<file path="src/design/assert_macros.svh">
// Assertion macros used by the extended GCD unit RTL.
`ifndef ASSERT_MACROS_SVH
`define ASSERT_MACROS_SVH

// Clocked check, disabled while reset is asserted.
`define EGCD_ASSERT(lbl, prop, msg) \
  lbl: assert property (@(posedge clk) disable iff (!rst_n) prop) else $error(msg);

// Clocked check that also holds through reset.
`define EGCD_ASSERT_ALWAYS(lbl, prop, msg) \
  lbl: assert property (@(posedge clk) prop) else $error(msg);

`endif

</file>
<file path="src/design/egcd_pkg.sv">
// ----------------------------------------------------------------------------
// egcd_pkg
// Widths, sequencer states and control structs of the extended GCD unit.
// ----------------------------------------------------------------------------
package egcd_pkg;

  localparam int WIDTH  = 32;
  localparam int COEF_W = WIDTH + 1;
  localparam int CNT_W  = $clog2(WIDTH);

  typedef enum logic [1:0] {
    ST_IDLE,
    ST_CHECK,
    ST_DIV,
    ST_FIN
  } egcd_state_t;

  typedef struct packed {
    logic start;
  } egcd_div_ctl_t;

  typedef struct packed {
    logic busy;
    logic done;
  } egcd_div_sts_t;

endpackage

</file>
<file path="src/design/egcd_if.sv">
// ----------------------------------------------------------------------------
// egcd_in_if / egcd_out_if
// Valid/ready channels carrying the operand pair and the result triple.
// ----------------------------------------------------------------------------
interface egcd_in_if import egcd_pkg::*; ();
  logic             valid;
  logic             ready;
  logic [WIDTH-1:0] first_value;
  logic [WIDTH-1:0] second_value;

  modport source (output valid, output first_value, output second_value, input ready);
  modport sink   (input valid, input first_value, input second_value, output ready);
endinterface

interface egcd_out_if import egcd_pkg::*; ();
  logic                     valid;
  logic                     ready;
  logic [WIDTH-1:0]         divisor;
  logic signed [COEF_W-1:0] coef_first;
  logic signed [COEF_W-1:0] coef_second;

  modport source (output valid, output divisor, output coef_first, output coef_second,
                  input ready);
  modport sink   (input valid, input divisor, input coef_first, input coef_second,
                  output ready);
endinterface

</file>
<file path="src/design/egcd_divider.sv">
// ----------------------------------------------------------------------------
// egcd_divider
// Restoring divider, one quotient bit per cycle, with the quotient folded
// into two multiply accumulators (q*s and q*t) as its bits come out.
// ----------------------------------------------------------------------------
module egcd_divider import egcd_pkg::*; (
  input  logic                clk,
  input  logic                rst_n,
  input  egcd_div_ctl_t       ctl,
  output egcd_div_sts_t       sts,
  input  logic [WIDTH-1:0]    dividend,
  input  logic [WIDTH-1:0]    divisor,   // held stable by the caller while busy
  input  logic [COEF_W-1:0]   mul_s,     // held stable by the caller while busy
  input  logic [COEF_W-1:0]   mul_t,     // held stable by the caller while busy
  output logic [WIDTH-1:0]    remainder,
  output logic [COEF_W-1:0]   prod_s,
  output logic [COEF_W-1:0]   prod_t
);

  logic              busy_r, busy_nxt;
  logic              done_r, done_nxt;
  logic [CNT_W-1:0]  cnt_r, cnt_nxt;
  logic [WIDTH-1:0]  dvd_r, dvd_nxt;
  logic [WIDTH-1:0]  rem_r, rem_nxt;
  logic [COEF_W-1:0] qs_r, qs_nxt;
  logic [COEF_W-1:0] qt_r, qt_nxt;

  logic [WIDTH:0]    trial;
  logic [WIDTH:0]    diff;
  logic              take;

  always_comb begin
    trial = {rem_r, dvd_r[WIDTH-1]};
    diff  = trial - {1'b0, divisor};
    take  = (trial >= {1'b0, divisor});

    busy_nxt = busy_r;
    done_nxt = 1'b0;
    cnt_nxt  = cnt_r;
    dvd_nxt  = dvd_r;
    rem_nxt  = rem_r;
    qs_nxt   = qs_r;
    qt_nxt   = qt_r;

    if (ctl.start) begin
      busy_nxt = 1'b1;
      cnt_nxt  = '0;
      dvd_nxt  = dividend;
      rem_nxt  = '0;
      qs_nxt   = '0;
      qt_nxt   = '0;
    end else if (busy_r) begin
      // shift in the next dividend bit, subtract when it fits
      dvd_nxt = {dvd_r[WIDTH-2:0], 1'b0};
      rem_nxt = take ? diff[WIDTH-1:0] : trial[WIDTH-1:0];
      qs_nxt  = {qs_r[COEF_W-2:0], 1'b0} + (take ? mul_s : '0);
      qt_nxt  = {qt_r[COEF_W-2:0], 1'b0} + (take ? mul_t : '0);
      cnt_nxt = cnt_r + 1'b1;
      if (cnt_r == CNT_W'(WIDTH - 1)) begin
        busy_nxt = 1'b0;
        done_nxt = 1'b1;
      end
    end
  end

  always_ff @(posedge clk) begin
    if (!rst_n) begin
      busy_r <= 1'b0;
      done_r <= 1'b0;
      cnt_r  <= '0;
    end else begin
      busy_r <= busy_nxt;
      done_r <= done_nxt;
      cnt_r  <= cnt_nxt;
    end
  end

  always_ff @(posedge clk) begin
    dvd_r <= dvd_nxt;
    rem_r <= rem_nxt;
    qs_r  <= qs_nxt;
    qt_r  <= qt_nxt;
  end

  assign sts.busy  = busy_r;
  assign sts.done  = done_r;
  assign remainder = rem_r;
  assign prod_s    = qs_r;
  assign prod_t    = qt_r;

endmodule

</file>
<file path="src/design/extended_gcd_bezout_unit.sv">
// ----------------------------------------------------------------------------
// extended_gcd_bezout_unit
// Greatest common divisor of two unsigned operands with Bezout coefficients.
// ----------------------------------------------------------------------------
// Usage:
//   in_ch carries a request (first_value a, second_value b). out_ch returns
//   divisor g and signed coefficients coef_first s, coef_second t with
//   s*a + t*b = g. One result per request, in order.
//   Each Euclid step runs the shared divider, one quotient bit per cycle
//   after its start, then updates the remainder and coefficient pairs.
//   A request takes k Euclid steps; k is at most 46 for 32-bit operands.
//   in_ch.ready is high only while the sequencer is idle; one request is in
//   work at a time.
//   The result sits in an output register: the next request is accepted while
//   it waits, and a stalled receiver holds the finished item in the sequencer
//   until the register frees up.
//   Synchronous reset (rst_n low) drops any request in work and clears
//   out_ch.valid.
// ----------------------------------------------------------------------------
`include "assert_macros.svh"

module extended_gcd_bezout_unit import egcd_pkg::*; (
  input  logic clk,
  input  logic rst_n,
  egcd_in_if.sink    in_ch,
  egcd_out_if.source out_ch
);

  egcd_state_t       state_r, state_nxt;
  logic [WIDTH-1:0]  r0_r, r0_nxt, r1_r, r1_nxt;
  logic [COEF_W-1:0] s0_r, s0_nxt, s1_r, s1_nxt;
  logic [COEF_W-1:0] t0_r, t0_nxt, t1_r, t1_nxt;
  logic              zero_r, zero_nxt;

  logic              out_valid_r, out_valid_nxt;
  logic [WIDTH-1:0]  out_div_r, out_div_nxt;
  logic [COEF_W-1:0] out_s_r, out_s_nxt;
  logic [COEF_W-1:0] out_t_r, out_t_nxt;

  egcd_div_ctl_t     div_ctl;
  egcd_div_sts_t     div_sts;
  logic [WIDTH-1:0]  div_rem;
  logic [COEF_W-1:0] div_qs;
  logic [COEF_W-1:0] div_qt;

  egcd_divider u_div (
    .clk       (clk),
    .rst_n     (rst_n),
    .ctl       (div_ctl),
    .sts       (div_sts),
    .dividend  (r0_r),
    .divisor   (r1_r),
    .mul_s     (s1_r),
    .mul_t     (t1_r),
    .remainder (div_rem),
    .prod_s    (div_qs),
    .prod_t    (div_qt)
  );

  assign in_ch.ready = (state_r == ST_IDLE);

  always_comb begin
    state_nxt     = state_r;
    r0_nxt        = r0_r;
    r1_nxt        = r1_r;
    s0_nxt        = s0_r;
    s1_nxt        = s1_r;
    t0_nxt        = t0_r;
    t1_nxt        = t1_r;
    zero_nxt      = zero_r;
    out_valid_nxt = out_valid_r;
    out_div_nxt   = out_div_r;
    out_s_nxt     = out_s_r;
    out_t_nxt     = out_t_r;
    div_ctl.start = 1'b0;

    // drop the result once the receiver takes it
    if (out_valid_r && out_ch.ready) begin
      out_valid_nxt = 1'b0;
    end

    case (state_r)
      ST_IDLE: begin
        if (in_ch.valid) begin
          r0_nxt    = in_ch.first_value;
          r1_nxt    = in_ch.second_value;
          s0_nxt    = COEF_W'(1);
          s1_nxt    = '0;
          t0_nxt    = '0;
          t1_nxt    = COEF_W'(1);
          zero_nxt  = (in_ch.first_value == '0) && (in_ch.second_value == '0);
          state_nxt = ST_CHECK;
        end
      end
      ST_CHECK: begin
        if (r1_r == '0) begin
          state_nxt = ST_FIN;
        end else begin
          div_ctl.start = 1'b1;
          state_nxt     = ST_DIV;
        end
      end
      ST_DIV: begin
        // advance the remainder and coefficient pairs once the quotient products are ready
        if (div_sts.done) begin
          r0_nxt    = r1_r;
          r1_nxt    = div_rem;
          s0_nxt    = s1_r;
          s1_nxt    = s0_r - div_qs;
          t0_nxt    = t1_r;
          t1_nxt    = t0_r - div_qt;
          state_nxt = ST_CHECK;
        end
      end
      ST_FIN: begin
        // hold until the output register is free
        if (!out_valid_r || out_ch.ready) begin
          out_valid_nxt = 1'b1;
          out_div_nxt   = r0_r;
          out_s_nxt     = zero_r ? '0 : s0_r;
          out_t_nxt     = t0_r;
          state_nxt     = ST_IDLE;
        end
      end
      default: begin
        state_nxt = ST_IDLE;
      end
    endcase
  end

  always_ff @(posedge clk) begin
    if (!rst_n) begin
      state_r     <= ST_IDLE;
      out_valid_r <= 1'b0;
    end else begin
      state_r     <= state_nxt;
      out_valid_r <= out_valid_nxt;
    end
  end

  always_ff @(posedge clk) begin
    r0_r      <= r0_nxt;
    r1_r      <= r1_nxt;
    s0_r      <= s0_nxt;
    s1_r      <= s1_nxt;
    t0_r      <= t0_nxt;
    t1_r      <= t1_nxt;
    zero_r    <= zero_nxt;
    out_div_r <= out_div_nxt;
    out_s_r   <= out_s_nxt;
    out_t_r   <= out_t_nxt;
  end

  assign out_ch.valid       = out_valid_r;
  assign out_ch.divisor     = out_div_r;
  assign out_ch.coef_first  = out_s_r;
  assign out_ch.coef_second = out_t_r;

  `EGCD_ASSERT(a_busy_after_accept, (in_ch.valid && in_ch.ready) |=> !in_ch.ready, "request accepted but block still ready")
  `EGCD_ASSERT(a_start_when_free, div_ctl.start |-> !div_sts.busy, "divider started while busy")
  `EGCD_ASSERT(a_div_only_in_div, div_sts.busy |-> (state_r == ST_DIV), "divider running outside the division state")
  `EGCD_ASSERT(a_zero_gcd_coefs, (out_ch.valid && (out_ch.divisor == '0)) |-> ((out_ch.coef_first == '0) && (out_ch.coef_second == '0)), "zero gcd with nonzero coefficients")
  `EGCD_ASSERT_ALWAYS(a_hold_stalled, (rst_n && out_ch.valid && !out_ch.ready) |=> (!rst_n || out_ch.valid), "stalled result dropped")

endmodule

</file>
<file path="src/flat_wrapper.sv">
// flat-port wrapper written by rule: the top's interface ports become plain ports
module extended_gcd_bezout_unit_flat import egcd_pkg::*;
  (clk, rst_n, in_ch_valid, in_ch_first_value, in_ch_second_value, in_ch_ready, out_ch_valid, out_ch_divisor, out_ch_coef_first, out_ch_coef_second, out_ch_ready);
  egcd_in_if in_ch_i ();
  egcd_out_if out_ch_i ();
  input  logic clk;
  input  logic rst_n;
  input wire logic [$bits(in_ch_i.valid)-1:0] in_ch_valid;
  input wire logic [$bits(in_ch_i.first_value)-1:0] in_ch_first_value;
  input wire logic [$bits(in_ch_i.second_value)-1:0] in_ch_second_value;
  output wire logic [$bits(in_ch_i.ready)-1:0] in_ch_ready;
  output wire logic [$bits(out_ch_i.valid)-1:0] out_ch_valid;
  output wire logic [$bits(out_ch_i.divisor)-1:0] out_ch_divisor;
  output wire logic [$bits(out_ch_i.coef_first)-1:0] out_ch_coef_first;
  output wire logic [$bits(out_ch_i.coef_second)-1:0] out_ch_coef_second;
  input wire logic [$bits(out_ch_i.ready)-1:0] out_ch_ready;
  assign in_ch_i.valid = in_ch_valid;
  assign in_ch_i.first_value = in_ch_first_value;
  assign in_ch_i.second_value = in_ch_second_value;
  assign in_ch_ready = in_ch_i.ready;
  assign out_ch_valid = out_ch_i.valid;
  assign out_ch_divisor = out_ch_i.divisor;
  assign out_ch_coef_first = out_ch_i.coef_first;
  assign out_ch_coef_second = out_ch_i.coef_second;
  assign out_ch_i.ready = out_ch_ready;
  extended_gcd_bezout_unit u_core (.clk(clk), .rst_n(rst_n), .in_ch(in_ch_i), .out_ch(out_ch_i));
endmodule
</file>
<file path="config.mk">
export PLATFORM = sky130hd
export DESIGN_NAME = extended_gcd_bezout_unit_flat
export DESIGN_NICKNAME = d
export VERILOG_FILES = /design/src/design/egcd_pkg.sv /design/src/design/egcd_if.sv /design/src/design/egcd_divider.sv /design/src/design/extended_gcd_bezout_unit.sv /design/src/flat_wrapper.sv
export VERILOG_INCLUDE_DIRS = /design/src /design/src/design
export SDC_FILE = /design/constraint.sdc
export NUM_CORES = 1
export LEC_CHECK = 0
export BUFFER_PORTS_ARGS = -buffer_cell sky130_fd_sc_hd__buf_2
export CAP_MARGIN = 0
export CORE_MARGIN = 1
export CORE_UTILIZATION = 25
export DETAILED_ROUTE_END_ITERATION = 8
export PLACE_DENSITY_LB_ADDON = 0.12
export SETUP_SLACK_MARGIN = 0.3
export SLEW_MARGIN = 20
export SYNTH_ARGS = -nofsm -noshare
export SYNTH_HDL_FRONTEND = slang
export SYNTH_SLANG_ARGS = --single-unit
</file>
<file path="constraint.sdc">
create_clock -name clk -period 5.5 [get_ports clk]
set_input_delay 1.1 -clock clk [delete_from_list [all_inputs] [get_ports clk]]
set_output_delay 1.1 -clock clk [all_outputs]
set_load 0.05 [all_outputs]
</file>
# [Word-level counts from Yosys, hierarchy flattened]
# Cells that the tools add are included.
[totals] register_bits=435 output_inout_bits=100 word_cells=86 inputBits=68
[op_classes] magnitude_cmp=1 bitwise_logic=2 muxes=35 reduce_logical=16 addsub=6 eq_ne=7
[ops] cell="$mux W33" n=8
[ops] cell="$pmux W33 S2" n=4
[ops] cell="$mux W32" n=7
[ops] cell="$pmux W32 S2" n=2
[ops] cell="$logic_not A32 Y1" n=3
[ops] cell="$add A33 B33 Y33" n=2
[ops] cell="$sub A33 B33 Y33" n=2
[ops] cell="$ge A33 B32 Y1" n=1
[ops] cell="$sub A32 B32 Y32" n=1
[ops] cell="$mux W1" n=10
[ops] cell="$pmux W2 S4" n=1
[ops] cell="$mux W2" n=3
[ops] cell="$reduce_and A3 Y1" n=2
[ops] cell="$add A5 B1 Y5 const B" n=1
[ops] cell="$eq A5 B5 Y1 const B" n=1
[ops] cell="$eq A2 B2 Y1 const B" n=2
[ops] cell="$ne A2 B2 Y1 const B" n=2
[ops] cell="$reduce_and A2 Y1" n=2
[ops] cell="$reduce_bool A2 Y1" n=2
[ops] cell="$reduce_or A3 Y1" n=1
[ops] cell="$eq A2 B1 Y1 const B" n=1
[ops] cell="$logic_and A1 B1 Y1" n=2
[ops] cell="$logic_not A2 Y1" n=1
[ops] cell="$ne A2 B1 Y1 const B" n=1
[ops] cell="other kinds (4)" n=5

# [Logic depth before layout (Yosys ltp)]
# Gate-level depths: netlist of run 1.
[depth] word_depth=4 mapped_depth=24 depth_no_buf=21

# [Hierarchy]
# Synthesis of run 1 repeated with hierarchy kept, for this count alone.
[unflattened] cells_unflattened=2600 hier_area_um2=25435.6
[modules_own_cells] module="extended_gcd_bezout_unit" area_per_inst_um2=14736.6 cells_each=1305 seq_area_each_um2=8918.6 n_inst=1
[modules_own_cells] module="egcd_divider" area_per_inst_um2=10699.0 cells_each=1295 seq_area_each_um2=3062.9 n_inst=1

# [Worst setup path after synthesis of run 1]
# No wires, ideal clock.
[synth_path] path_type="register -> register" start="reg u_core.state_r[1]" end="reg u_core.r0_r[0] (enable)" setup_time_ns=0.556 arrival_ns=5.352 t_required_ns=4.944 path_slack_ns=-0.408 synth_period_minus_slack_ns=5.908 path_buffers=1 path_stages_with_launch=5 path_cell_list="dfxtp_1 > clkbuf_1 > nor2_1 > and2_1 > a21o_1"
[synth_between] elab_chain_len=3 elab_cells_between_ends=6 cone_classes="eq/ne: 3; reduce/logical: 3"
[synth_lines] element="start: declaration" line_no="extended_gcd_bezout_unit.sv:29" text="egcd_state_t state_r, state_nxt;"
[synth_lines] element="start signal: assignment" line_no="extended_gcd_bezout_unit.sv:136" text="state_r <= state_nxt;"
[synth_lines] element="$logic_not A2 Y1 (*)"
[synth_lines] element="named net in_ch_ready" line_no="flat_wrapper.sv:11" text="output wire logic [$bits(in_ch_i.ready)-1:0] in_ch_ready;"
[synth_lines] element="$ne A2 B2 Y1 (no source line) / $reduce_bool A2 Y1 (equally long branches)"
[synth_lines] element="$reduce_and A3 Y1 (no source line) (*)"
[synth_lines] element="end signal: assignment" line_no="extended_gcd_bezout_unit.sv:142" text="r0_r <= r0_nxt;"
[synth_lines] element="end: declaration" line_no="extended_gcd_bezout_unit.sv:30" text="logic [WIDTH-1:0] r0_r, r0_nxt, r1_r, r1_nxt;"
# Mark *: on every way through the listed nets, which the timed path passes. The rest lies on a longest branch.
# A chain may end at the register's enable or synchronous reset.

# [Worst setup path in the final report of run 1]
[layout_path] start="reg u_core.r1_r[4]" end="reg u_core.u_div.qs_r[25], in the netlist u_core.u_div.prod_s[25]"
[layout_between] elab_chain_len=3 elab_cells_between_ends=6 cone_classes="add/sub: 1; order compare: 1; mux: 3; reduce/logical: 1"
[layout_lines] element="start: declaration" line_no="extended_gcd_bezout_unit.sv:30"
[layout_lines] element="start signal: assignment" line_no="extended_gcd_bezout_unit.sv:143" text="r1_r <= r1_nxt;"
[layout_lines] element="$ge A33 B32 Y1 / $logic_not A32 Y1 (equally long branches)" line_no="egcd_divider.sv:35, extended_gcd_bezout_unit.sv:96"
[layout_lines] element="$mux W33 / $mux W1 (equally long branches)" line_no="egcd_divider.sv:56, extended_gcd_bezout_unit.sv:96"
[layout_lines] element="$add A33 B33 Y33 / $mux W1 (equally long branches)" line_no="egcd_divider.sv:56, extended_gcd_bezout_unit.sv:82"
[layout_lines] element="end signal: assignment" line_no="egcd_divider.sv:81" text="qs_r <= qs_nxt;"
[layout_lines] element="end: declaration" line_no="egcd_divider.sv:25" text="logic [COEF_W-1:0] qs_r, qs_nxt;"
# Parallel ways exist; a longest one is shown, timed or not.

==> results.json, run 1 <==
{
  "status": "complete, no violations",
  "grt.met3_usage_pct": 2.50,
  "final-instance-count-excl-fill": 4024,
  "drtIter0Drc": 993,
  "async_flop_share_pct": 0,
  "worstSkewPairLatency_ns": 0.65,
  "ctsHoldBuffers": 0,
  "grt_max_degree": 79,
  "critPathMaxFanout": 7,
  "clockRootBuffer": "clkbuf_16",
  "rsz0062_at_grt": "false",
  "drive_above_1_share_pct": 13.9,
  "cts_buffers": 55,
  "dp_hpwl_um": 52700,
  "fmax_ghz": 0.204,
  "placedInstanceArea_mm2": 0.0272,
  "multi_input_area_mm2": 0.0123,
  "die_x_um": 318,
  "final_area_mm2": 0.0294,
  "r2r_start": "u_core.r1_r[4]",
  "grt-ovfl-total": 0,
  "ir_worst_vdd_mv": 0.243,
  "start_util_pct": 25.3,
  "fill_cells": 10328,
  "yosys_register_bits": 435,
  "place_congestion": 0.839,
  "wl_per_cell_um": 18.5,
  "crit_type": "register to register",
  "clock-skew-final_ns": 0.0351,
  "finalMaxSlewViolations": 0,
  "tns_ns": 0,
  "clockBufferDepth": 3,
  "ant_nets": 0,
  "ys.flop_type": "edfxtp_1",
  "layout_commonest_cell": "edfxtp_1",
  "chipHeight_um": 318,
  "synth-warning-count": 0,
  "power_density_mw_per_mm2": 479,
  "num_rows": 115,
  "grt_util_all_layers_pct": 14.4,
  "tightest_slew_ns": 1.01,
  "endpoint_kind": "register",
  "routed_via_density": 4.72,
  "dieArea_mm2": 0.101,
  "antenna_found_initial": 1,
  "ff2ff_setup_slack_ns": 0.59,
  "min_from": "u_core.r0_r[20]",
  "slew-limit-headroom_pct": 32.5,
  "cp.required_ns": 5.98,
  "period_share_pct": 89.3,
  "netlist_area_mm2": 0.0250,
  "syn_avg_cell_area_um2": 9.82,
  "syn_nets": 2774,
  "hold_path.class": "register to register",
  "route.detailed.drc": 0,
  "met2_usage_pct": 23.2,
  "clkTransAtPathRegs_ns": 0.06,
  "seq_area_frac_synth_pct": 48.0,
  "vias": 18981,
  "yosysUniqueCellTypes": 87,
  "tritoncts": "yes",
  "met1_usage_pct": 20.2,
  "cts_num_sinks": 435,
  "min_period_ns": 4.91,
  "r2r_cells": 21,
  "rr_endpoint": "u_core.u_div.prod_s[25]",
  "setup_viol": 0,
  "fin_nets": 2924,
  "busiest_layer": "met2",
  "ios": 168,
  "final_cell_mix": "edfxtp_1 (327), nand2_1 (323), nor2_1 (215)",
  "drtPass1Iterations": 5,
  "min_path_cells": 0,
  "syn_inst": 2541,
  "min_to": "u_core.out_ch.divisor[20]",
  "wirelength_um": 74400,
  "synth-edff-count": 327,
  "dp.cells": 3912,
  "syn_to_final_growth_pct": 17.9,
  "crit_path_start_kind": "register",
  "io_buffers": 167,
  "hold_viol": 0,
  "drv_cap": 0,
  "grt_pass1_vias": 18943,
  "grt_pass1_wl_um": 115000,
  "ff_latch_area_mm2": 0.0120,
  "antenna_cells": 0,
  "core-area_mm2": 0.0986,
  "p_leak_nw": 11.8,
  "arrival_ns": 5.39,
  "htree_levels": 2
}
[kinds of logic after synthesis]
| kind of cell | share of synthesized area, % |
|---|---|
| compound gates | 15.4 |
| buf+inv | 3.63 |
| flops | 48.0 |
| simple gates | 18.3 |
| fa+ha+maj | 8.42 |
| xor+xnor | 4.39 |
| mux | 1.85 |
[cell type report]
cell class / instances / share of cell area, %
clock buffer: 69 / 5.33
sequential: 435 / 40.7
clock inverter: 34 / 1.23
tap: 1287 / 5.47
inverter: 124 / 1.58
timing repair buffer: 201 / 3.79
multi-input combinational: 1874 / 41.9
[cells in the mapped netlist, types with 4 or more instances]
| cell type | number | area [um2] |
|---|---|---|
| nor2_1 | 217 | 815 |
| o21ai_0 | 126 | 631 |
| a311oi_1 | 4 | 35.0 |
| edfxtp_1 | 327 | 9820 |
| nor2b_1 | 118 | 738 |
| nand2b_1 | 20 | 125 |
| a211oi_1 | 40 | 300 |
| nand4_1 | 32 | 200 |
| o21ai_1 | 7 | 35.0 |
| nor4_1 | 32 | 200 |
| o211ai_1 | 14 | 105 |
| nand3_1 | 30 | 150 |
| and2_1 | 77 | 482 |
| fa_1 | 5 | 100 |
| nand2_1 | 323 | 1210 |
| o21bai_1 | 15 | 113 |
| nor3_1 | 41 | 205 |
| inv_1 | 124 | 465 |
| o22ai_1 | 8 | 50.1 |
| xor2_1 | 54 | 473 |
| a21oi_2 | 4 | 35.0 |
| o21a_1 | 26 | 195 |
| or2_2 | 11 | 68.8 |
| a31oi_1 | 22 | 138 |
| a21oi_1 | 158 | 791 |
| mux2i_1 | 45 | 450 |
| a21boi_0 | 7 | 52.6 |
| ha_1 | 160 | 2000 |
| o31a_1 | 4 | 35.0 |
| a21o_1 | 82 | 616 |
| buf_2 | 14 | 70.1 |
| or3_1 | 10 | 62.6 |
| o31ai_1 | 12 | 90.1 |
| and3_1 | 19 | 119 |
| xnor2_1 | 71 | 622 |
| a211o_1 | 9 | 78.8 |
| a31o_2 | 4 | 35.0 |
| dfxtp_1 | 108 | 2160 |
| clkbuf_1 | 88 | 330 |
| and4_1 | 5 | 43.8 |
[worst max-delay path, stage by stage, from the launching register on]
cell and delay (ns):
edfxtp_1 0.39, inv_1 0.09, ha_1 0.31, a21oi_1 0.20, a21boi_0 0.17, o31ai_2 0.38
a211oi_2 0.19, a21oi_4 0.32, buf_6 0.18, nor2b_1 0.05, ha_1 0.21, fa_2 0.38
a211o_1 0.32, a21o_1 0.19, o21ba_2 0.25, o2111ai_4 0.21, a211oi_2 0.12, or2_2 0.30
o21a_1 0.17, nor2_1 0.11, or4_1 0.11, o311ai_0 0.12
[layer usage]
layer / vias to the layer above / part of all wire [%]
li1: 9414 / -
met5: - / 0
met3: 75 / 4.2
met4: 0 / 1.5
met2: 352 / 45
met1: 9140 / 49
[per-stage QoR]
stage          hold WS, ns  total power [mW]  worst slack [ns]  utilization (%)
6_report             0.451              14.1             0.586             29.9
5_1_grt              0.457              15.2             0.304             29.9
4_1_cts              0.450              14.2             0.305             29.6
3_5_place_dp         0.435              10.2             0.230             27.6
3_3_place_gp         0.435              10.2             0.263             27.6
2_1_floorplan        0.417              8.78             0.580                -
[how the worst max path moves through the flow]
stage	startpoint	to	slack, ns	cells after the start
floorplan	u_core.r1_r[22]	u_core.u_div.prod_t[29]	0.58	24
finish	u_core.r1_r[4]	u_core.u_div.prod_s[25]	0.59	21
detailed placement	u_core.r1_r[4]	u_core.u_div.prod_t[29]	0.23	20
CTS	u_core.r1_r[4]	u_core.u_div.prod_s[29]	0.31	21
global route	u_core.r1_r[16]	u_core.u_div.prod_t[32]	0.30	21
global placement	u_core.r1_r[4]	u_core.u_div.prod_t[29]	0.26	20
[where the power goes]
| part | switching, mW | internal [mW] | total (mW) |
|---|---|---|---|
| Sequential | 0.419 | 4.07 | 4.49 |
| Clock | 1.57 | 2.27 | 3.84 |
| Combinational | 3.43 | 2.35 | 5.77 |
[flip-flops by register name (all words and copies together), names as in the netlist, 33 cells and up]
| name | count |
|---|---|
| u_core.t0_r | 33 |
| u_core.u_div.prod_t | 33 |
| u_core.s0_r | 33 |
| u_core.s1_r | 33 |
| u_core.out_ch.coef_second | 33 |
| u_core.out_ch.coef_first | 33 |
| u_core.u_div.prod_s | 33 |
| u_core.t1_r | 33 |
[what timing repair did]
action                                  4_1_cts  5_1_grt
gates resized for setup                       2       48
endpoints found under the setup margin        7       31
pin swaps                                     0       17
buffers inserted                              0        9
Power figures use the tool's default switching activity.
==> run 2, diff against run 1 <==
--- a/config.mk
+++ b/config.mk
@@ -11,6 +11,7 @@
 export CORE_MARGIN = 1
 export CORE_UTILIZATION = 25
 export DETAILED_ROUTE_END_ITERATION = 8
+export GPL_ROUTABILITY_DRIVEN = 0
 export PLACE_DENSITY_LB_ADDON = 0.12
 export SETUP_SLACK_MARGIN = 0.3
 export SLEW_MARGIN = 20
==> constraint.sdc (replaced) <==
create_clock -name clk -period 5.5 [get_ports clk]
set_input_delay 0 -clock clk [delete_from_list [all_inputs] [get_ports clk]]
set_output_delay 0 -clock clk [all_outputs]
set_load 0.05 [all_outputs]
==> run 2 against run 1 <==
  * Flip-flop and latch count did not move
  * Critical path type unchanged
  * Largest cell class unchanged
  * Final cell count rose by 1.7%
  * Critical endpoint is now u_core.u_div.prod_t[21]
  * Die area did not move
==> results.json, run 2 (synthesis results as in run 1) <==
{
  "dieArea_mm2": 0.101,
  "tightest_slew_ns": 1.04,
  "period_share_pct": 89.8,
  "r2r_start": "u_core.r1_r[14]",
  "endpoint_kind": "register",
  "dp_hpwl_um": 52900,
  "rsz0062_at_grt": "false",
  "wirelength_um": 74800,
  "drive_above_1_share_pct": 13.7,
  "route.detailed.drc": 0,
  "fill_cells": 10246,
  "r2r_cells": 22,
  "drtPass1Iterations": 5,
  "routed_via_density": 4.70,
  "rr_endpoint": "u_core.u_div.prod_t[21]",
  "start_util_pct": 25.3,
  "p_leak_nw": 12.0,
  "grt-ovfl-total": 0,
  "finalMaxSlewViolations": 0,
  "cts_buffers": 54,
  "grt_pass1_vias": 19339,
  "layout_commonest_cell": "edfxtp_1",
  "min_period_ns": 4.94,
  "grt_util_all_layers_pct": 14.5,
  "core-area_mm2": 0.0986,
  "status": "complete, no violations",
  "arrival_ns": 5.39,
  "io_buffers": 167,
  "fmax_ghz": 0.202,
  "cts_num_sinks": 435,
  "antenna_cells": 0,
  "ff2ff_setup_slack_ns": 0.56,
  "min_to": "u_core.r0_r[19]",
  "drv_cap": 0,
  "path_cells": "inv_1 > ha_1 > a21oi_1 > o21ai_0 > nor4_2 > a211oi_2 > a21oi_4 > buf_12 > nor2b_1 > ha_2 > fa_2 > a211oi_4 > o21ai_2 > a2111oi_4 > buf_4 > o21bai_1 > nand4_1 > a31oi_2 > nand2b_1 > a31oi_1 > xor2_1 > o22ai_1",
  "critPathMaxFanout": 9,
  "min_from": "in_ch_first_value[19]",
  "htree_levels": 2,
  "crit_type": "register to register",
  "crit_path_start_kind": "register",
  "final_cell_mix": "edfxtp_1 (327), nand2_1 (323), nor2_1 (216)",
  "drtIter0Drc": 1171,
  "slowest_delay_ns": 0.43,
  "die_x_um": 318,
  "fin_nets": 2991,
  "clockBufferDepth": 3,
  "ir_worst_vdd_mv": 0.256,
  "multi_input_area_mm2": 0.0124,
  "crit_path_top_delay_cell": "fa_2",
  "antenna_found_initial": 1,
  "min_path_cells": 4,
  "syn_to_final_growth_pct": 20.4,
  "hold_viol": 0,
  "tritoncts": "yes",
  "hold_path.class": "primary input to register",
  "clockRootBuffer": "clkbuf_16",
  "clkTransAtPathRegs_ns": 0.06,
  "cp.required_ns": 5.95,
  "ant_nets": 0,
  "vias": 19237,
  "num_rows": 115,
  "setup_viol": 0,
  "tns_ns": 0,
  "wl_per_cell_um": 18.3,
  "holdWs_ns": 0.229,
  "ff_latch_area_mm2": 0.0120,
  "worstSkewPairLatency_ns": 0.63,
  "grt_pass1_wl_um": 116000,
  "grt_max_degree": 95,
  "ios": 168,
  "power_density_mw_per_mm2": 466,
  "clock-skew-final_ns": 0.0311,
  "slew-limit-headroom_pct": 30.9,
  "chipHeight_um": 318
}
[run 2: repair_timing]
action | in CTS | in global routing
hold buffers | 67 | 0
hold endpoints to repair | 76 | 0
gates resized for setup | 5 | 66
pin swaps | 0 | 18
endpoints found under the setup margin | 7 | 29
setup buffers | 0 | 11
[run 2: metrics by stage]
step	util (%)	worst slack, ns	power [mW]	instances	area [um2]
floorplan	-	0.580	8.78	2541	25000
global placement	27.6	0.269	10.2	3911	27200
detailed placement	27.6	0.178	10.2	3911	27200
CTS	30.1	0.302	14.0	4080	29700
global route	30.5	0.310	15.0	4091	30100
finish	30.5	0.559	14.0	4091	30100
[run 2: how the worst max path moves through the flow]
stage	from	end	slack (ns)	cells after the start
finish	u_core.r1_r[14]	u_core.u_div.prod_t[21]	0.56	22
global route	u_core.r1_r[16]	u_core.u_div.prod_t[21]	0.31	22
CTS	u_core.r1_r[22]	u_core.u_div.prod_s[25]	0.30	22
detailed placement	u_core.r1_r[4]	u_core.u_div.prod_s[31]	0.18	21
global placement	u_core.r1_r[4]	u_core.u_div.prod_t[29]	0.27	20
floorplan	u_core.r1_r[22]	u_core.u_div.prod_t[29]	0.58	24
[run 2: area by class of cell]
cell class / count / share of cell area (%)
Clock inverter: 26 / 0.862
Sequential cell: 435 / 39.9
Tap cell: 1287 / 5.36
Inverter: 124 / 1.55
Clock buffer: 76 / 5.08
Timing Repair Buffer: 269 / 6.00
Multi-Input combinational cell: 1874 / 41.3
[run 2: power breakdown]
part,internal [mW],switching (mW)
clock,2.12,1.51
sequential,4.08,0.432
combinational,2.43,3.44
total,8.63,5.38
[run 2: routing by layer]
layer  global-route usage [%]  wire length [um]  up-vias
met2                     22.9             33100      442
met4                     4.68              2190        0
met1                     20.3             36500     9149
met3                     2.11              3030      117
met5                        0                 0        -
li1                         -                 -     9529
[run 2: worst max-delay path: cells and delay by family (launching register included)]
kind / cells / cell delay, ns
buffers and inverters: 3 / 0.46
adders and majority gates: 3 / 0.99
and+or+nand+nor: 4 / 0.73
AOI/OAI and AO/OA: 11 / 2.04
DFF: 1 / 0.39
xor gates and xnor gates: 1 / 0.16
